[src/design/alle_pkg.sv]
// Shared types, constants and helpers for the array linked list engine.
package alle_pkg;

  localparam int CAP      = 256;
  localparam int SW       = $clog2(CAP);
  localparam int PW       = SW + 1;
  localparam int KEY_BITS = 32;

  localparam logic [PW-1:0] NONE_SLOT = PW'(CAP);

  localparam logic [2:0] F_APPEND = 3'd0;
  localparam logic [2:0] F_INS_BEF = 3'd1;
  localparam logic [2:0] F_INS_AFT = 3'd2;
  localparam logic [2:0] F_DELETE = 3'd3;
  localparam logic [2:0] F_FIND   = 3'd4;
  localparam logic [2:0] F_READ   = 3'd5;

  localparam logic [1:0] ST_OK       = 2'd0;
  localparam logic [1:0] ST_FULL     = 2'd1;
  localparam logic [1:0] ST_NOTFOUND = 2'd2;
  localparam logic [1:0] ST_BADREF   = 2'd3;

  localparam logic [2:0] RS_NONE = 3'd0;
  localparam logic [2:0] RS_FREE = 3'd1;
  localparam logic [2:0] RS_REF  = 3'd2;
  localparam logic [2:0] RS_HEAD = 3'd3;
  localparam logic [2:0] RS_NEXT = 3'd4;
  localparam logic [2:0] RS_SLOT = 3'd5;

  localparam logic [1:0] RES_NONE = 2'd0;
  localparam logic [1:0] RES_FAIL = 2'd1;
  localparam logic [1:0] RES_RD   = 2'd2;

  typedef struct packed {
    logic [2:0]          func;
    logic [7:0]          ref_slot;
    logic [KEY_BITS-1:0] entry_key;
    logic [31:0]         entry_value;
    logic [2:0]          entry_kind;
  } in_t;

  typedef struct packed {
    logic [1:0]          status;
    logic [8:0]          slot;
    logic [KEY_BITS-1:0] found_key;
    logic [31:0]         found_value;
    logic [2:0]          found_kind;
    logic [8:0]          next_slot;
    logic [8:0]          prev_slot;
    logic [8:0]          first_slot;
    logic [8:0]          last_slot;
    logic [8:0]          entry_count;
  } out_t;

  typedef struct packed {
    logic       latch;
    logic [2:0] rd_sel;
    logic       cap_pop;
    logic       alloc;
    logic       link2;
    logic       hold_hit;
    logic       unlink1;
    logic       unlink2;
    logic [1:0] res;
    logic [1:0] res_status;
    logic       fire;
  } cmd_t;

  typedef struct packed {
    logic [2:0] func;
    logic       full;
    logic       ref_ok;
    logic       head_none;
    logic       hit;
    logic       rd_next_none;
  } sts_t;

  function automatic logic slot_ok(input logic [PW-1:0] s);
    return s < PW'(CAP);
  endfunction

endpackage

[src/design/alle_ctrl.sv]
// Sequencer for the list engine: decodes a request into datapath steps.
module alle_ctrl (
  input  logic          clk,
  input  logic          rst_n,
  input  logic          start,
  output logic          busy,
  input  alle_pkg::sts_t sts,
  output alle_pkg::cmd_t cmd
);
  import alle_pkg::*;

  localparam logic [3:0] S_IDLE   = 4'd0;
  localparam logic [3:0] S_CHECK  = 4'd1;
  localparam logic [3:0] S_A_POP  = 4'd2;
  localparam logic [3:0] S_A_WR   = 4'd3;
  localparam logic [3:0] S_A_LINK = 4'd4;
  localparam logic [3:0] S_REPORT = 4'd5;
  localparam logic [3:0] S_SEARCH = 4'd6;
  localparam logic [3:0] S_U1     = 4'd7;
  localparam logic [3:0] S_U2     = 4'd8;

  logic [3:0] state_r, state_nxt;

  assign busy = (state_r != S_IDLE);

  always_comb begin
    state_nxt = state_r;
    cmd = '0;
    unique case (state_r)
      S_IDLE: begin
        if (start) begin
          cmd.latch = 1'b1;
          state_nxt = S_CHECK;
        end
      end
      S_CHECK: begin
        state_nxt = S_IDLE;
        unique case (sts.func)
          F_APPEND, F_INS_BEF, F_INS_AFT: begin
            if (sts.func != F_APPEND && !sts.ref_ok) begin
              cmd.res = RES_FAIL; cmd.res_status = ST_BADREF; cmd.fire = 1'b1;
            end else if (sts.full) begin
              cmd.res = RES_FAIL; cmd.res_status = ST_FULL; cmd.fire = 1'b1;
            end else begin
              cmd.rd_sel = RS_FREE;
              state_nxt = S_A_POP;
            end
          end
          F_DELETE, F_FIND: begin
            if (sts.head_none) begin
              cmd.res = RES_FAIL; cmd.res_status = ST_NOTFOUND; cmd.fire = 1'b1;
            end else begin
              cmd.rd_sel = RS_HEAD;
              state_nxt = S_SEARCH;
            end
          end
          F_READ: begin
            if (!sts.ref_ok) begin
              cmd.res = RES_FAIL; cmd.res_status = ST_BADREF; cmd.fire = 1'b1;
            end else begin
              cmd.rd_sel = RS_REF;
              state_nxt = S_REPORT;
            end
          end
          default: state_nxt = S_IDLE;
        endcase
      end
      S_A_POP: begin
        cmd.cap_pop = 1'b1;
        cmd.rd_sel = RS_REF;
        state_nxt = S_A_WR;
      end
      S_A_WR: begin
        cmd.alloc = 1'b1;
        state_nxt = S_A_LINK;
      end
      S_A_LINK: begin
        cmd.link2 = 1'b1;
        cmd.rd_sel = RS_SLOT;
        state_nxt = S_REPORT;
      end
      S_REPORT: begin
        cmd.res = RES_RD; cmd.res_status = ST_OK; cmd.fire = 1'b1;
        state_nxt = S_IDLE;
      end
      S_SEARCH: begin
        if (sts.hit) begin
          cmd.res = RES_RD; cmd.res_status = ST_OK;
          if (sts.func == F_DELETE) begin
            cmd.hold_hit = 1'b1;
            state_nxt = S_U1;
          end else begin
            cmd.fire = 1'b1;
            state_nxt = S_IDLE;
          end
        end else if (sts.rd_next_none) begin
          cmd.res = RES_FAIL; cmd.res_status = ST_NOTFOUND; cmd.fire = 1'b1;
          state_nxt = S_IDLE;
        end else begin
          cmd.rd_sel = RS_NEXT;
        end
      end
      S_U1: begin
        cmd.unlink1 = 1'b1;
        state_nxt = S_U2;
      end
      S_U2: begin
        cmd.unlink2 = 1'b1;
        cmd.fire = 1'b1;
        state_nxt = S_IDLE;
      end
      default: state_nxt = S_IDLE;
    endcase
  end

  always_ff @(posedge clk) begin
    if (!rst_n) begin
      state_r <= S_IDLE;
    end else begin
      state_r <= state_nxt;
    end
  end

endmodule

[config.mk]
export PLATFORM = sky130hd
export DESIGN_NAME = alle_ctrl
export DESIGN_NICKNAME = d
export VERILOG_FILES = /design/src/design/alle_pkg.sv /design/src/design/alle_ctrl.sv
export SDC_FILE = /design/constraint.sdc
export NUM_CORES = 1
export LEC_CHECK = 0
export BUFFER_PORTS_ARGS = -buffer_cell sky130_fd_sc_hd__buf_2
export CAP_MARGIN = 40
export CORE_MARGIN = 10
export CORE_UTILIZATION = 35
export DETAILED_ROUTE_END_ITERATION = 12
export GPL_TIMING_DRIVEN = 1
export PLACE_DENSITY = 0.65
export SETUP_SLACK_MARGIN = 0.3
export SLEW_MARGIN = 10
export SYNTH_ARGS = -nofsm -noshare
export SYNTH_HDL_FRONTEND = slang
export SYNTH_SLANG_ARGS = --single-unit
[constraint.sdc]
create_clock -name clk -period 1.21 [get_ports clk]
set_input_delay 0.121 -clock clk [delete_from_list [all_inputs] [get_ports clk]]
set_output_delay 0.121 -clock clk [all_outputs]
set_load 0.01 [all_outputs]
==> out/qor.yml, run 1 <==
outcome: "finished, violations left"
failed_checks: "setup timing"
power_density_nw_per_um2: 618.9
final.fill_count: 128
finalSetupViolations: 20
synth-simple-area-share: 0.4409
final_area_um2: 1132
synth.yosys.warnings: 0
share_of_the_synthesized_area_in_compound_gates_ao_oa_aoi_oai: 0.3226
setup_ws_post_layout_ns: -0.3897
worstMarginPinSlew_ns: 0.3243
detailed_place.area_um2: 857.1
buffers_added_on_ports: 26
drive_above_1_share: 0.5809
avgSynthCellArea_um2: 6.926
globalRoute.totalOverflow: 0
final_antenna_net_count: 0
clock.fmax_ghz: 0.6251
largest_register_ff_count: 4
vias_per_cell: 6.000
ff2ff_path_depth: 7
cp_startpoint: "state_r[2]"
dieWidth_um: 60.77
number_of_non_filler_instances_in_the_completed_layout: 152
arrival_ns: 1.48
grt_start_max_net_pins: 9
synthXorXnorAreaFrac: 0
ys_ff_latch: 4
dpl_worst_slack_ns: -0.1435
min_path_type: "primary input to register"
slew_headroom: 0.7815
unrepaired_setup_endpoints_after_global_routing: "true"
hold_violations: 0
effective_utilization_at_floorplan: 0.3774
cts.reportedPaths.clkPinSlew_ns: 0.04
die_area_um2: 3693
largest-register: "state_r"
first_global_vias: 820
multi_input_comb_area_um2: 530.5
clk-insertion-delay-late_ns: 0.24
yosysUniqueCellTypes: 36
syn-num-nets: 95
synth_area_um2: 581.8
num_rows: 14
largest_registers: "state_r (4)"
cts_inserted_buffers: 3
wl_per_cell_um: 18.27
cts.sink_count: 4
antenna_violations_before_repair: 0
clockRootBuffer: "sky130_fd_sc_hd__clkbuf_4"
detailroute.via_count: 912
io-pin-count: 27
dr.first_iter.drc_count: 25
area.growth.synth_to_final_pct: 94.62
vdd_drop_max_uv: 593.3
period_share: 1.322
yosys.area.top_type_share: 0.1376
antenna_cells: 0
critical_path.endpoint: "cmd[0]"
worst_ep_required_time_ns: 1.09
syn_inst: 84
path_class: "register to output pin"
tritoncts: "done"
timing.critical_path.to_type: "output pin"
synth_most_common_cell: "sky130_fd_sc_hd__nor2_1"
clockBufferDepth: 2
power_leakage_uw: 0.0005133
synth.top_cells.by_area: "sky130_fd_sc_hd__dfxtp_1 (14%), sky130_fd_sc_hd__nand3b_1 (7.7%), sky130_fd_sc_hd__nand2b_1 (6.5%)"
combinational_family_with_the_most_area_after_synthesis: "simple AND/OR/NAND/NOR gates"
die_h_um: 60.77
drt-pass1-iter-count: 4
globalplace.congestion: 0.8244
grt_pass1_wl_um: 3636
num-nets-final: 149
synth.top_cells.by_count: "sky130_fd_sc_hd__nor2_1 (8), sky130_fd_sc_hd__nand2b_1 (6), sky130_fd_sc_hd__nand3b_1 (6)"
finalClockSkew_ns: 0.001574
postSynth.asyncResetShare: 0
cts_htree_levels: 1
synth-edff-count: 0
finish.utilization: 0.7346
track_usage: 0.1266
startpoint_of_the_lowest_slack_register_to_register_path: "state_r[2]"
worst_setup_path_start_kind: "register"
synth.largest_area_cell: "sky130_fd_sc_hd__dfxtp_1"
placeableCoreArea_um2: 1541
drc: 0
post-dp-hpwl_um: 1692
postRouteWirelength_um: 2777
r2r-end: "state_r[1]"
yosys_most_used_dff: "sky130_fd_sc_hd__dfxtp_1"
ff2ff_setup_slack_ns: -0.22
muxShareOfSynthArea: 0
synth-seq-area-share: 0.1376
final.min_clock_period_ns: 1.600
placedCellCount: 138
report.final.slew_viol_count: 0
register_area_um2: 92.59
cap_violations: 0
yosys.area_share.adder: 0
worstPathMaxFanout: 6
## metrics by stage
| step | total power (µW) | TNS (ns) | hold WS (ns) |
|---|---|---|---|
| 2_1_floorplan | 308.2 | -0.1813 | 0.2229 |
| 3_3_place_gp | 424.1 | -0.7629 | 0.3679 |
| 3_5_place_dp | 428.1 | -1.007 | 0.3778 |
| 4_1_cts | 644.4 | -3.359 | 0.1225 |
| 5_1_grt | 741.7 | -6.123 | 0.1272 |
| 6_report | 700.8 | -5.007 | 0.1250 |
## cell type report
class | count | area share
repair buffers | 55 | 0.3956
clock buffers | 3 | 0.01989
inverters | 5 | 0.01657
flip-flops and latches | 4 | 0.08177
multi-input cells | 69 | 0.4685
well taps | 16 | 0.01768
## kinds of logic (layout without fill, tap and decap cells)
group / after synthesis / count (layout)
simple gates: 42 / 42
compound gates: 27 / 27
buf+inv: 11 / 63
flops: 4 / 4
## report_power, final
group,internal [µW],switching (µW)
sequential,138,17.9
clock,111,59.5
combinational,193,180
## worst max-delay path, stage by stage (launching register included)
cell,delay [ns]
sky130_fd_sc_hd__dfxtp_2,0.35
sky130_fd_sc_hd__nand2b_4,0.15
sky130_fd_sc_hd__a2111o_1,0.39
sky130_fd_sc_hd__o211ai_1,0.18
sky130_fd_sc_hd__buf_2,0.16
## worst min-delay path by stage
stage / start / end / slack (ns) / cells past startpoint
floorplan: rst_n / state_r[1] / 0.22 / 2
global placement: rst_n / state_r[1] / 0.37 / 3
detailed placement: rst_n / state_r[1] / 0.38 / 3
CTS: rst_n / state_r[1] / 0.12 / 3
global route: rst_n / state_r[1] / 0.13 / 3
finish: rst_n / state_r[1] / 0.13 / 3
## routing by layer
metal	GRT usage	vias up	routed length (µm)
met4	0.05643	0	91
met1	0.1357	437	1042
met5	0	-	0
met2	0.2154	43	1387
met3	0.04802	9	256
li1	-	423	-
## layout by cell type, fill, tap and decap left out, types with 2 or more instances in the layout
cell                       count
sky130_fd_sc_hd__and3_1        2
sky130_fd_sc_hd__o21ai_1       2
sky130_fd_sc_hd__inv_1         4
sky130_fd_sc_hd__a21oi_1       4
sky130_fd_sc_hd__a31oi_1       2
sky130_fd_sc_hd__buf_4        18
sky130_fd_sc_hd__clkbuf_4      3
sky130_fd_sc_hd__nand2_1       3
sky130_fd_sc_hd__buf_2        18
sky130_fd_sc_hd__nand4b_1      2
sky130_fd_sc_hd__nand3b_1      6
sky130_fd_sc_hd__nand2b_4      2
sky130_fd_sc_hd__nor2_4        5
sky130_fd_sc_hd__o211ai_1      2
sky130_fd_sc_hd__nor2_1        3
sky130_fd_sc_hd__o21ai_0       3
sky130_fd_sc_hd__nand2b_1      5
sky130_fd_sc_hd__buf_6        18
sky130_fd_sc_hd__dfxtp_4       3
sky130_fd_sc_hd__nor2b_1       2
sky130_fd_sc_hd__o32a_1        2
## what timing repair did
action                     in CTS  in global routing
hold buffers                    0                  0
resized for setup              26                 14
cloned                          0                  0
pin swaps                       8                 15
setup buffers                   5                  6
setup endpoints to repair      20                 20
Note: power is estimated with default switching activity, not from simulation.
==> run 2: changes to the inputs <==
--- a/config.mk
+++ b/config.mk
@@ -8,11 +8,11 @@
 export BUFFER_PORTS_ARGS = -buffer_cell sky130_fd_sc_hd__buf_2
 export CAP_MARGIN = 40
 export CORE_MARGIN = 10
-export CORE_UTILIZATION = 35
+export CORE_UTILIZATION = 40
 export DETAILED_ROUTE_END_ITERATION = 12
 export GPL_TIMING_DRIVEN = 1
-export PLACE_DENSITY = 0.65
-export SETUP_SLACK_MARGIN = 0.3
+export PLACE_DENSITY = 0.73
+export SETUP_SLACK_MARGIN = 0.5
 export SLEW_MARGIN = 10
 export SYNTH_ARGS = -nofsm -noshare
 export SYNTH_HDL_FRONTEND = slang
==> run 2 against run 1 <==
  * The flow still finishes with violations (setup timing)
  * Wire length is 9.9% higher
  * Count of clock-buffer cells in the layout stayed put
  * Total power is 6.3% higher
  * Register-to-register slack worse by 0.07 ns
  * Worst hold slack worse by 0.0051 ns
  * Maximum frequency is 1.1% lower
  * Core utilization is 15 points higher
  * Critical endpoint unchanged
==> out/qor.yml, run 2 (synthesis gave the netlist of run 1 again) <==
largest_registers: "state_r (4)"  # unchanged
effective_utilization_at_floorplan: 0.4362  # was 0.3774
final_antenna_net_count: 0  # unchanged
final.fill_count: 58  # was 128
clk-insertion-delay-late_ns: 0.25  # was 0.24 ns
crit_path_max_incr_delay_ns: 0.39  # about the same
setup_ws_post_layout_ns: -0.4073  # was -0.3897 ns
outcome: "finished, violations left"  # unchanged
grt_start_max_net_pins: 8  # was 9
detailroute.via_count: 949  # was 912
cp_top_family: "compound AO/OA/AOI/OAI gates"  # unchanged
grt_pass1_wl_um: 4519  # was 3636 µm
tritoncts: "done"  # unchanged
hold_violations: 0  # unchanged
finalSetupViolations: 20  # unchanged
path_class: "register to output pin"  # unchanged
track_usage: 0.1644  # was 0.1266
p_total_uw: 744.7  # was 700.8 µW
worstPathBufferInverterCount: 1  # unchanged
cts_htree_levels: 1  # unchanged
arrival_ns: 1.50  # was 1.48 ns
area.growth.synth_to_final_pct: 103.9  # was 94.62%
power_leakage_uw: 0.0005382  # was 0.0005133 µW
worstPathMaxFanout: 6  # unchanged
globalplace.congestion: 0.8855  # was 0.8244
dpl_worst_slack_ns: -0.1730  # was -0.1435 ns
io-pin-count: 27  # unchanged
critPathSlowestCell: "sky130_fd_sc_hd__a2111o_1"  # unchanged
finalClockSkew_ns: 0.004753  # was 0.001574 ns
placeableCoreArea_um2: 1334  # was 1541 µm²
slew_headroom: 0.7041  # was 0.7815
antenna_cells: 0  # unchanged
final_area_um2: 1186  # was 1132 µm²
path_cells: "nand2b_4, a2111o_1, o211ai_1, buf_2"  # unchanged
num-nets-final: 152  # was 149
dr.first_iter.drc_count: 64  # was 25
timing.critical_path.to_type: "output pin"  # unchanged
multi_input_comb_area_um2: 545.5  # was 530.5 µm²
ff2ff_setup_slack_ns: -0.29  # was -0.22 ns
report.final.slew_viol_count: 0  # unchanged
vdd_drop_max_uv: 493.1  # was 593.3 µV
period_share: 1.337  # was 1.322
cts_inserted_buffers: 3  # unchanged
dieWidth_um: 58.14  # was 60.77 µm
drc: 0  # unchanged
cap_violations: 0  # unchanged
worst_setup_path_start_kind: "register"  # unchanged
num_rows: 13  # was 14
clockRootBuffer: "sky130_fd_sc_hd__clkbuf_4"  # unchanged
power_density_nw_per_um2: 627.8  # was 618.9 nW/µm²
vias_per_cell: 6.162  # was 6.000
die_area_um2: 3380  # was 3693 µm²
clockBufferDepth: 2  # unchanged
globalRoute.totalOverflow: 0  # unchanged
detailed_place.area_um2: 868.3  # was 857.1 µm²
worstMarginPinSlew_ns: 0.4391  # was 0.3243 ns
drt-pass1-iter-count: 4  # unchanged
unrepaired_setup_endpoints_after_global_routing: "true"  # unchanged
final.min_clock_period_ns: 1.617  # was 1.600 ns
drive_above_1_share: 0.6259  # was 0.5809
first_global_vias: 959  # was 820
postRouteWirelength_um: 3052  # was 2777 µm
largest_register_ff_count: 4  # unchanged
failed_checks: "setup timing"  # unchanged
min_path_type: "primary input to register"  # unchanged
die_h_um: 58.14  # was 60.77 µm
wl_per_cell_um: 19.82  # was 18.27 µm
antenna_violations_before_repair: 0  # unchanged
register_area_um2: 92.59  # unchanged
final_cell_mix: "sky130_fd_sc_hd__buf_2 (20), sky130_fd_sc_hd__buf_6 (20), sky130_fd_sc_hd__buf_4 (16)"  # was sky130_fd_sc_hd__buf_2 (18), sky130_fd_sc_hd__buf_6 (18), sky130_fd_sc_hd__buf_4 (18)
ctsHoldBuffers: 0  # unchanged
buffers_added_on_ports: 26  # unchanged
post-dp-hpwl_um: 1717  # was 1692 µm
worst_ep_required_time_ns: 1.09  # about the same
largest-register: "state_r"  # unchanged
cts.reportedPaths.clkPinSlew_ns: 0.04  # about the same
cts.sink_count: 4  # unchanged
clock.fmax_ghz: 0.6183  # was 0.6251 GHz
## run 2: changes by cell type in the layout (fill, tap and decap cells not counted), sizes merged
cell and change:
buf +3
## run 2: metrics by stage
| stage | instances | TNS (ns) | hold slack [ns] | util |
|---|---|---|---|---|
| 4_1_cts | 148 | -3.505 | 0.1244 | 0.8152 |
| 3_5_place_dp | 138 | -1.237 | 0.3710 | 0.6510 |
| 2_1_floorplan | 84 | -0.1813 | 0.2229 | - |
| 5_1_grt | 154 | -5.406 | 0.1231 | 0.8893 |
| 3_3_place_gp | 138 | -0.7108 | 0.3712 | 0.6510 |
| 6_report | 154 | -4.635 | 0.1200 | 0.8893 |
## run 2: worst paths after layout
| kind | endpoint | cells after the start | start |
|---|---|---|---|
| min | state_r[1] | 3 | rst_n |
| max | cmd[0] | 4 | state_r[2] |
| min reg2reg | state_r[0] | 3 | state_r[3] |
| max reg2reg | state_r[0] | 8 | state_r[1] |
## run 2: report_power, final
| group | total [µW] | internal (µW) | switching (µW) | leakage, µW |
|---|---|---|---|---|
| combinational | 408 | 210 | 198 | 0.000489 |
| clock | 182 | 112 | 69.7 | 0.0000138 |
| sequential | 155 | 138 | 16.5 | 0.0000352 |
| total | 745 | 460 | 284 | 0.000538 |
## run 2: timing repair
action | CTS | global route
gates resized for setup | 33 | 12
pin swaps | 11 | 11
setup endpoints to repair | 20 | 20
buffers inserted | 7 | 6
## run 2: per-layer routing
layer	GRT usage	up-vias	part of all wire
met5	0	-	0
met1	0.1729	450	0.38
met4	0.05705	0	0.037
li1	-	428	-
met2	0.2868	58	0.49
met3	0.06754	13	0.089
## run 2: layout make-up
type	count	area share
inverters	5	0.01793
clock buffers	3	0.01899
multi-input cells	69	0.4599
flip-flops and latches	4	0.07806
repair buffers	58	0.4093
well taps	15	0.01582
## run 2: tightest hold or removal path, cell delays in order
cell and delay [ns]:
sky130_fd_sc_hd__buf_2 0.12, sky130_fd_sc_hd__inv_1 0.05, sky130_fd_sc_hd__a31oi_1 0.04
==> run 3: changes to the inputs <==
--- a/config.mk
+++ b/config.mk
@@ -7,7 +7,7 @@
 export LEC_CHECK = 0
 export BUFFER_PORTS_ARGS = -buffer_cell sky130_fd_sc_hd__buf_2
 export CAP_MARGIN = 40
-export CORE_MARGIN = 10
+export CORE_MARGIN = 1
 export CORE_UTILIZATION = 40
 export DETAILED_ROUTE_END_ITERATION = 12
 export GPL_TIMING_DRIVEN = 1
==> run 3 against run 2 <==
  * The flow still finishes with violations (setup timing)
  * Setup slack better by 0.044 ns
  * Final area down 0.95%
  * Core utilization down 0.84 points
  * Non-clock buffer count down 1
  * Critical endpoint unchanged
==> out/qor.yml, run 3 (synthesis gave the netlist of run 1 again) <==
antenna_cells: 0  # unchanged
period_share: 1.301  # was 1.337
io-pin-count: 27  # unchanged
vdd_drop_max_uv: 515.0  # was 493.1 µV
buffers_added_on_ports: 26  # unchanged
cts_inserted_buffers: 3  # unchanged
largest-register: "state_r"  # unchanged
final_area_um2: 1175  # was 1186 µm²
area.growth.synth_to_final_pct: 101.9  # was 103.9%
ff2ff_path_depth: 6  # was 8
die_area_um2: 1611  # was 3380 µm²
failed_checks: "setup timing"  # unchanged
worstPathMaxFanout: 6  # unchanged
worst_ep_required_time_ns: 1.09  # about the same
critical_path.endpoint: "cmd[0]"  # unchanged
cts.sink_count: 4  # unchanged
cp_startpoint: "state_r[2]"  # unchanged
clockBufferDepth: 2  # unchanged
power_leakage_uw: 0.0005371  # was 0.0005382 µW
cts_htree_levels: 1  # unchanged
wl_per_cell_um: 18.29  # was 19.82 µm
clock.fmax_ghz: 0.6354  # was 0.6183 GHz
placeableCoreArea_um2: 1334  # unchanged
postRouteWirelength_um: 2799  # was 3052 µm
cts.reportedPaths.clkPinSlew_ns: 0.03  # was 0.04 ns
finalSetupViolations: 20  # unchanged
dr.first_iter.drc_count: 70  # was 64
startpoint_of_the_lowest_slack_register_to_register_path: "state_r[2]"  # was state_r[1]
grt_pass1_wl_um: 3463  # was 4519 µm
tritoncts: "done"  # unchanged
num_rows: 13  # unchanged
slew_headroom: 0.7699  # was 0.7041
num-nets-final: 151  # was 152
arrival_ns: 1.45  # was 1.50 ns
worst_hold_startpoint: "rst_n"  # unchanged
unrepaired_setup_endpoints_after_global_routing: "true"  # unchanged
setup_ws_post_layout_ns: -0.3637  # was -0.4073 ns
hold_violations: 0  # unchanged
finish.utilization: 0.8809  # was 0.8893
report.final.slew_viol_count: 0  # unchanged
drive_above_1_share: 0.6159  # was 0.6259
vias_per_cell: 6.137  # was 6.162
placedCellCount: 140  # was 138
finalClockSkew_ns: 0.01451  # was 0.004753 ns
path_class: "register to output pin"  # unchanged
final_cell_mix: "sky130_fd_sc_hd__buf_6 (19), sky130_fd_sc_hd__buf_4 (19), sky130_fd_sc_hd__buf_2 (18)"  # was sky130_fd_sc_hd__buf_2 (20), sky130_fd_sc_hd__buf_6 (20), sky130_fd_sc_hd__buf_4 (16)
largest_register_ff_count: 4  # unchanged
r2r-end: "state_r[1]"  # was state_r[0]
cap_violations: 0  # unchanged
globalplace.congestion: 0.8803  # was 0.8855
first_global_vias: 770  # was 959
outcome: "finished, violations left"  # unchanged
crit_cells: 4  # unchanged
track_usage: 0.3284  # was 0.1644
critPathSlowestCell: "sky130_fd_sc_hd__a2111o_1"  # unchanged
globalRoute.totalOverflow: 0  # unchanged
dpl_worst_slack_ns: -0.1429  # was -0.1730 ns
detailed_place.area_um2: 883.3  # was 868.3 µm²
worstPathBufferInverterCount: 1  # unchanged
ff2ff_setup_slack_ns: -0.15  # was -0.29 ns
die_h_um: 40.14  # was 58.14 µm
detailroute.via_count: 939  # was 949
path_cells: "nand2b_4, a2111o_1, o211ai_1, buf_2"  # unchanged
effective_utilization_at_floorplan: 0.4362  # unchanged
post-dp-hpwl_um: 1462  # was 1717 µm
crit_path_max_incr_delay_ns: 0.38  # was 0.39 ns
register_area_um2: 95.09  # was 92.59 µm²
clk-insertion-delay-late_ns: 0.26  # was 0.25 ns
power_density_nw_per_um2: 638.1  # was 627.8 nW/µm²
largest_registers: "state_r (4)"  # unchanged
timing.hold.ws_ns: 0.1382  # was 0.1200 ns
final.fill_count: 60  # was 58
worstMarginPinSlew_ns: 0.3415  # was 0.4391 ns
min_path_type: "primary input to register"  # unchanged
timing.critical_path.to_type: "output pin"  # unchanged
clockRootBuffer: "sky130_fd_sc_hd__clkbuf_4"  # unchanged
antenna_violations_before_repair: 0  # unchanged
worst_setup_path_start_kind: "register"  # unchanged
multi_input_comb_area_um2: 553.0  # was 545.5 µm²
drc: 0  # unchanged
final.min_clock_period_ns: 1.574  # was 1.617 ns
grt_start_max_net_pins: 8  # unchanged
final_antenna_net_count: 0  # unchanged
dieWidth_um: 40.14  # was 58.14 µm
drt-pass1-iter-count: 4  # unchanged
number_of_non_filler_instances_in_the_completed_layout: 153  # was 154
cp_top_family: "compound AO/OA/AOI/OAI gates"  # unchanged
run 3: cell type report:
type                            count  share of cell area
Sequential cell                     4             0.08094
Inverter                            5             0.01597
Clock buffer                        3             0.01917
Tap cell                           15             0.01597
Timing Repair Buffer               57              0.3972
Multi-Input combinational cell     69              0.4707
run 3: worst min-delay path by stage:
stage | end | slack (ns) | cells past startpoint
after detailed placement | state_r[1] | 0.38 | 3
after global placement | state_r[1] | 0.37 | 3
after CTS | state_r[1] | 0.12 | 3
after floorplan | state_r[1] | 0.22 | 2
final | state_r[2] | 0.14 | 2
after global routing | state_r[2] | 0.15 | 2
run 3: repair_timing:
item / in CTS / in global routing
hold buffers: 0 / 0
gates cloned: 0 / 0
pin swaps: 10 / 9
buffers inserted: 4 / 6
setup endpoints to repair: 20 / 20
resized for setup: 28 / 17
run 3: power by group:
part	internal, µW	leakage [µW]	switching (µW)	total [µW]
logic	210	0.000488	199	409
registers	137	0.0000355	16.3	153
clock network	112	0.0000138	75.0	187
total	459	0.000537	290	750
run 3: metal layers:
metal  GRT usage  up-vias  share of wire
li1            -      423              -
met1      0.4314      433           0.39
met2      0.5282       71           0.47
met3     0.07778       12           0.11
met4     0.08621        0          0.029
met5           0        -              0
run 3: stage by stage:
step	total power [µW]	TNS, ns
floorplan	312.0	-0.1813
global placement	424.9	-0.7346
detailed placement	430.1	-1.038
CTS	641.5	-3.252
global route	793.1	-5.258
finish	749.7	-4.352
